===== src/rtl/qtir_pkg.sv =====
// qtir_pkg: shared types and codes for the quarter-turn image rotator.
// Used by every other file of the project. No dependencies.
`timescale 1ns / 1ps
`default_nettype none

package qtir_pkg;

    localparam int unsigned CMD_W     = 2;
    localparam int unsigned COORD_W   = 7;
    localparam int unsigned DIM_W     = 8;
    localparam int unsigned PIX_W     = 32;
    localparam int unsigned QTR_W     = 2;
    localparam int unsigned CFG_IDX_W = 2;

    localparam logic [CMD_W-1:0] CMD_WRITE  = 2'd0;
    localparam logic [CMD_W-1:0] CMD_ROTATE = 2'd1;
    localparam logic [CMD_W-1:0] CMD_READ   = 2'd2;

    localparam logic [QTR_W-1:0] QTR_0 = 2'd0;
    localparam logic [QTR_W-1:0] QTR_1 = 2'd1;
    localparam logic [QTR_W-1:0] QTR_2 = 2'd2;
    localparam logic [QTR_W-1:0] QTR_3 = 2'd3;

    localparam logic [CFG_IDX_W-1:0] REG_BASE_WIDTH  = 2'd0;
    localparam logic [CFG_IDX_W-1:0] REG_BASE_HEIGHT = 2'd1;

    // Result of mapping one command back to base coordinates.
    typedef struct packed {
        logic [QTR_W-1:0] quarters;  // orientation after the command
        logic [DIM_W-1:0] cw;        // current width
        logic [DIM_W-1:0] ch;        // current height
        logic             err;       // coordinates out of range
        logic             wr;        // in-range write
        logic             rd;        // in-range read
        logic [DIM_W-1:0] bx;        // base column
        logic [DIM_W-1:0] by;        // base row
    } map_t;

    // Status carried alongside the store read.
    typedef struct packed {
        logic [QTR_W-1:0] quarters;
        logic [DIM_W-1:0] cw;
        logic [DIM_W-1:0] ch;
        logic             err;
        logic             rd;
    } stat_t;

endpackage

`default_nettype wire


===== src/rtl/qtir_map.sv =====
// qtir_map: orientation update, range check and current-to-base coordinate map.
// Depends on qtir_pkg.
`timescale 1ns / 1ps
`default_nettype none

module qtir_map (
    input  wire logic [qtir_pkg::CMD_W-1:0]   cmd,
    input  wire logic [qtir_pkg::COORD_W-1:0] coord_x,
    input  wire logic [qtir_pkg::COORD_W-1:0] coord_y,
    input  wire logic [qtir_pkg::QTR_W-1:0]   target_quarters,
    input  wire logic [qtir_pkg::QTR_W-1:0]   orient,
    input  wire logic [qtir_pkg::DIM_W-1:0]   base_w,
    input  wire logic [qtir_pkg::DIM_W-1:0]   base_h,
    output qtir_pkg::map_t                    map
);

    logic [qtir_pkg::QTR_W-1:0] q;
    logic [qtir_pkg::DIM_W-1:0] x8;
    logic [qtir_pkg::DIM_W-1:0] y8;
    logic                       access;

    assign x8 = {1'b0, coord_x};
    assign y8 = {1'b0, coord_y};
    assign q  = (cmd == qtir_pkg::CMD_ROTATE) ? target_quarters : orient;
    assign access = (cmd == qtir_pkg::CMD_WRITE) || (cmd == qtir_pkg::CMD_READ);

    always_comb
    begin
        map.quarters = q;
        map.cw       = q[0] ? base_h : base_w;
        map.ch       = q[0] ? base_w : base_h;
        map.err      = access && ((x8 >= map.cw) || (y8 >= map.ch));
        map.wr       = (cmd == qtir_pkg::CMD_WRITE) && !map.err;
        map.rd       = (cmd == qtir_pkg::CMD_READ) && !map.err;
        case (q)
            qtir_pkg::QTR_1:
            begin
                map.bx = y8;
                map.by = base_h - 8'd1 - x8;
            end
            qtir_pkg::QTR_2:
            begin
                map.bx = base_w - 8'd1 - x8;
                map.by = base_h - 8'd1 - y8;
            end
            qtir_pkg::QTR_3:
            begin
                map.bx = base_w - 8'd1 - y8;
                map.by = x8;
            end
            default:
            begin
                map.bx = x8;
                map.by = y8;
            end
        endcase
    end

endmodule

`default_nettype wire


===== config.mk =====
export PLATFORM = sky130hd
export DESIGN_NAME = qtir_map
export DESIGN_NICKNAME = d
export VERILOG_FILES = /design/src/rtl/qtir_pkg.sv /design/src/rtl/qtir_map.sv
export SDC_FILE = /design/constraint.sdc
export NUM_CORES = 1
export LEC_CHECK = 0
export BUFFER_PORTS_ARGS = -buffer_cell sky130_fd_sc_hd__buf_2
export CELL_PAD_IN_SITES_DETAIL_PLACEMENT = 0
export CELL_PAD_IN_SITES_GLOBAL_PLACEMENT = 1
export CORE_ASPECT_RATIO = 1.25
export CORE_UTILIZATION = 36
export DETAILED_ROUTE_END_ITERATION = 7
export PLACE_DENSITY = 0.83
export SLEW_MARGIN = 40
export SYNTH_ARGS = -nofsm -noshare
export SYNTH_HDL_FRONTEND = slang
export SYNTH_SLANG_ARGS = --single-unit

===== constraint.sdc =====
create_clock -name vclk -period 3.8
set_input_delay 0.19 -clock vclk [all_inputs]
set_output_delay 0.19 -clock vclk [all_outputs]
set_load 0.03 [all_outputs]

== Word-level counts from Yosys, hierarchy flattened ==
Cells that the tools add are included.

* Flip-flop bits (word level): 0
* Output and inout bits: 37
* Input port bits: 36
* Logic and storage cells: 24

* Reductions and logical operators: 7
* Add/subtract/negate cells: 6
* Equality and inequality tests: 5
* $lt $le $gt $ge: 2
* Muxes and demuxes: 4

{| class="wikitable"
|+ Operators by type and width
! operator !! count
|-
| $pmux 16 s3 || 1
|-
| $sub 8x7->8 || 4
|-
| $ge 7x8->1 || 2
|-
| $mux 8 || 2
|-
| $sub 8x1->8 const B || 2
|-
| $eq 2x2->1 const B || 3
|-
| $eq 2x1->1 const B || 2
|-
| $logic_and 1x1->1 || 3
|-
| $logic_not 2->1 || 1
|-
| $logic_or 1x1->1 || 2
|-
| $mux 2 || 1
|-
| $logic_not 1->1 || 1
|}

== Logic depth before layout (Yosys ltp) ==
* Word-level depth: 8
* Mapped depth: 14
* Depth with buffers taken out: 14

== Worst setup path before layout ==
Ideal clock, no wire load.

* Path kind: in2out
* From: in cmd[1] in the netlist's numbering
* To: out map[16] in the netlist's numbering
* Path buffers: 2
* Arrival time: 3.622 ns
* Path slack: -0.012 ns
* Cell stages on the path: 11
* Cells stage by stage: nand2b_4 mux2i_4 buf_4 buf_2 o21ai_0 ha_1 nand2b_1 a211oi_1 o21ai_0 and3_1 nor4_1

{| class="wikitable"
|+ RTL lines
! item !! line !! source
|-
| start, declared || qtir_map.sv:7 || <nowiki>input wire logic [qtir_pkg::CMD_W-1:0] cmd,</nowiki>
|-
| end, declared || qtir_map.sv:14 || <nowiki>output qtir_pkg::map_t map</nowiki>
|}

==> out/metrics.yaml <==
layout:
  n_fill_cell: 556
  clock_buffers: 0
  insertedDiodeCount: 0
  multi_input_area_um2: 1770
  final_common_cell: "buf_2"
  numSequentialCells: 0
  fin_nets: 419
  seqCellArea_um2: 0
  layout-drive-gt1-share: 0.252
  postLayoutCoreUtil: 0.461
  layout_common_cells: "buf_2 (73), nand2_1 (39), ha_1 (30), inv_1 (28), mux2i_1 (23)"
  final_cells: 411
  syn_to_final_growth_pct: 23.0
outcome:
  status: "complete, no violations"
yosys:
  synth_compound_area_frac: 0.232
  yosys.area_share.xor_xnor: 0.0869
  ys_seq_area_frac: 0
  netlist.area_leader.share: 0.196
  yosysUniqueCellTypes: 49
  synth_top_family_by_area: "simple AND/OR/NAND/NOR gates"
  yosysTopAreaCell: "ha_1"
  synth_area_um2: 1920
  synth_area_leaders: "ha_1 (20%), mux2i_1 (12%), nand2_1 (7.6%), inv_1 (5.5%), a21oi_1 (5.2%)"
  syn_nets: 347
  synth_warnings: 0
  synth_fa_ha_area_frac: 0.217
  syn_inst: 279
  synth-simple-area-share: 0.246
  synth_mux_area_frac: 0.139
  syn_avg_cell_area_um2: 6.87
global_routing:
  gr-usage-met3: 0.00820
  grtUsageTotal: 0.238
  first_global_vias: 2096
  grt_overflow: 0
  grt_use_met1: 0.323
  grt-busiest-layer: "met2"
  grt_pass1_wl_um: 10500
  antenna_found_initial: 0
  grt_max_degree: 33
  gr-usage-met2: 0.411
power_and_ir_drop:
  p_leak_nw: 1.27
  pwr_density_cell_nw_per_um2: 239
  vdd_drop_max_v: 0.000103
hold_path:
  worstHoldPathCells: 4
  hp-class: "input pin to output pin"
  hold-path-endpoint: "map[16]"
  worstHoldStart: "cmd[1]"
die:
  start_util: 0.374
  coreArea_um2: 5120
  die_x_um: 67.2
  rows: 29
  ios: 73
  die-area_um2: 5620
  die_h_um: 83.6
worst_setup_path:
  worstPathRequired_ns: 3.61
  path_class: "input pin to output pin"
  critPathMaxFanout: 8
  endpoint_kind: "output pin"
  startpoint_type: "input pin"
  cp.arrival_ns: 3.17
detailed_routing:
  drtIter0Drc: 90
  wl_um: 6430
  viasPerCell: 5.36
  remaining_drc_errors: 0
  drtPass1Iterations: 4
  vias: 2205
  routedWlPerCell_um: 15.7
  ant_nets: 0
clock_network:
  cts_setup_buffers: 0
  cts_resized: 0
  postCtsHoldBufs: 0
sta:
  drv_slew: 0
  fin_setup_tns_ns: 0
  tightest_slew_ns: 0.644
  relSlewSlack: 0.567
  max_freq_ghz: 0.298
  period_minus_slack_ns: 3.36
  finalCritPeriodShare: 0.883
  setup_viol: 0
  rsz0062_at_grt: "false"
  finalHoldViolCount: 0
job:
  drv_cap: 0
placed_design:
  dp.cells: 411
  dp_hpwl_um: 5390
  port_buffers: 73
  gp_congestion: 0.927
critical path, stage by stage:
cell      delay (ns)
buf_2           0.10
nand2b_4        0.15
mux2i_4         0.27
inv_2           0.06
nor2_2          0.34
o21ai_0         0.16
ha_1            0.23
inv_1           0.07
fa_1            0.22
a211oi_1        0.10
or4b_2          0.66
a31oi_1         0.19
a21oi_1         0.06
a21oi_1         0.15
buf_2           0.21
routing by layer:
| layer | up-vias | share of wire |
|---|---|---|
| met5 | - | 0 |
| met4 | 0 | 0.014 |
| met3 | 8 | 0.046 |
| met2 | 61 | 0.50 |
| met1 | 996 | 0.44 |
| li1 | 1140 | - |
power by group:
group          leakage [nW]  switching [W]  internal (W)
Combinational          1.27       0.000359      0.000205
Sequential                0              0             0
Clock                     0              0             0
how the worst max path moves through the flow:
stage	from	endpoint	slack, ns
6_report	cmd[1]	map[6]	0.44
3_5_place_dp	cmd[1]	map[5]	0.43
3_3_place_gp	cmd[1]	map[15]	0.52
2_1_floorplan	cmd[1]	map[17]	0.32
4_1_cts	cmd[1]	map[5]	0.43
5_1_grt	cmd[1]	map[5]	0.15
logic make-up (layout without fill, tap and decap cells):
logic type / count (synthesis) / in the layout
xor gates and xnor gates: 19 / 19
muxes: 25 / 25
adders and majority gates: 32 / 32
and+or+nand+nor: 97 / 97
AOI/OAI and AO/OA: 69 / 69
buffers and inverters: 37 / 107
Yosys cell counts (3+ instances only):
master and instances:
mux2i_1 23, xor2_1 8, a21o_1 7, and3_1 5
nor2_1 19, o21ai_0 12, nor3_1 8, nand3_1 5
a211oi_1 5, ha_1 30, nand2_1 39, a21oi_1 20
xnor2_1 11, or3_1 3, nand2b_1 4, nor4_1 3
a31oi_1 6, inv_1 28, nor2b_1 3, o22ai_1 3
buf_2 4
per-stage QoR:
step           worst slack, ns  hold slack, ns  cell area [um^2]  total power [W]
2_1_floorplan            0.316           0.516              1920         0.000404
3_3_place_gp             0.517           0.763              2360         0.000557
3_5_place_dp             0.426           0.770              2360         0.000561
4_1_cts                  0.434           0.771              2360         0.000564
5_1_grt                  0.146           0.795              2360         0.000617
6_report                 0.444           0.772              2360         0.000563
layout make-up:
cell class                      count  share of cell area
Multi-Input combinational cell    242               0.751
Tap cell                           62              0.0329
Inverter                           30              0.0478
Timing Repair Buffer               77               0.168
Power figures use the tool's default switching activity.
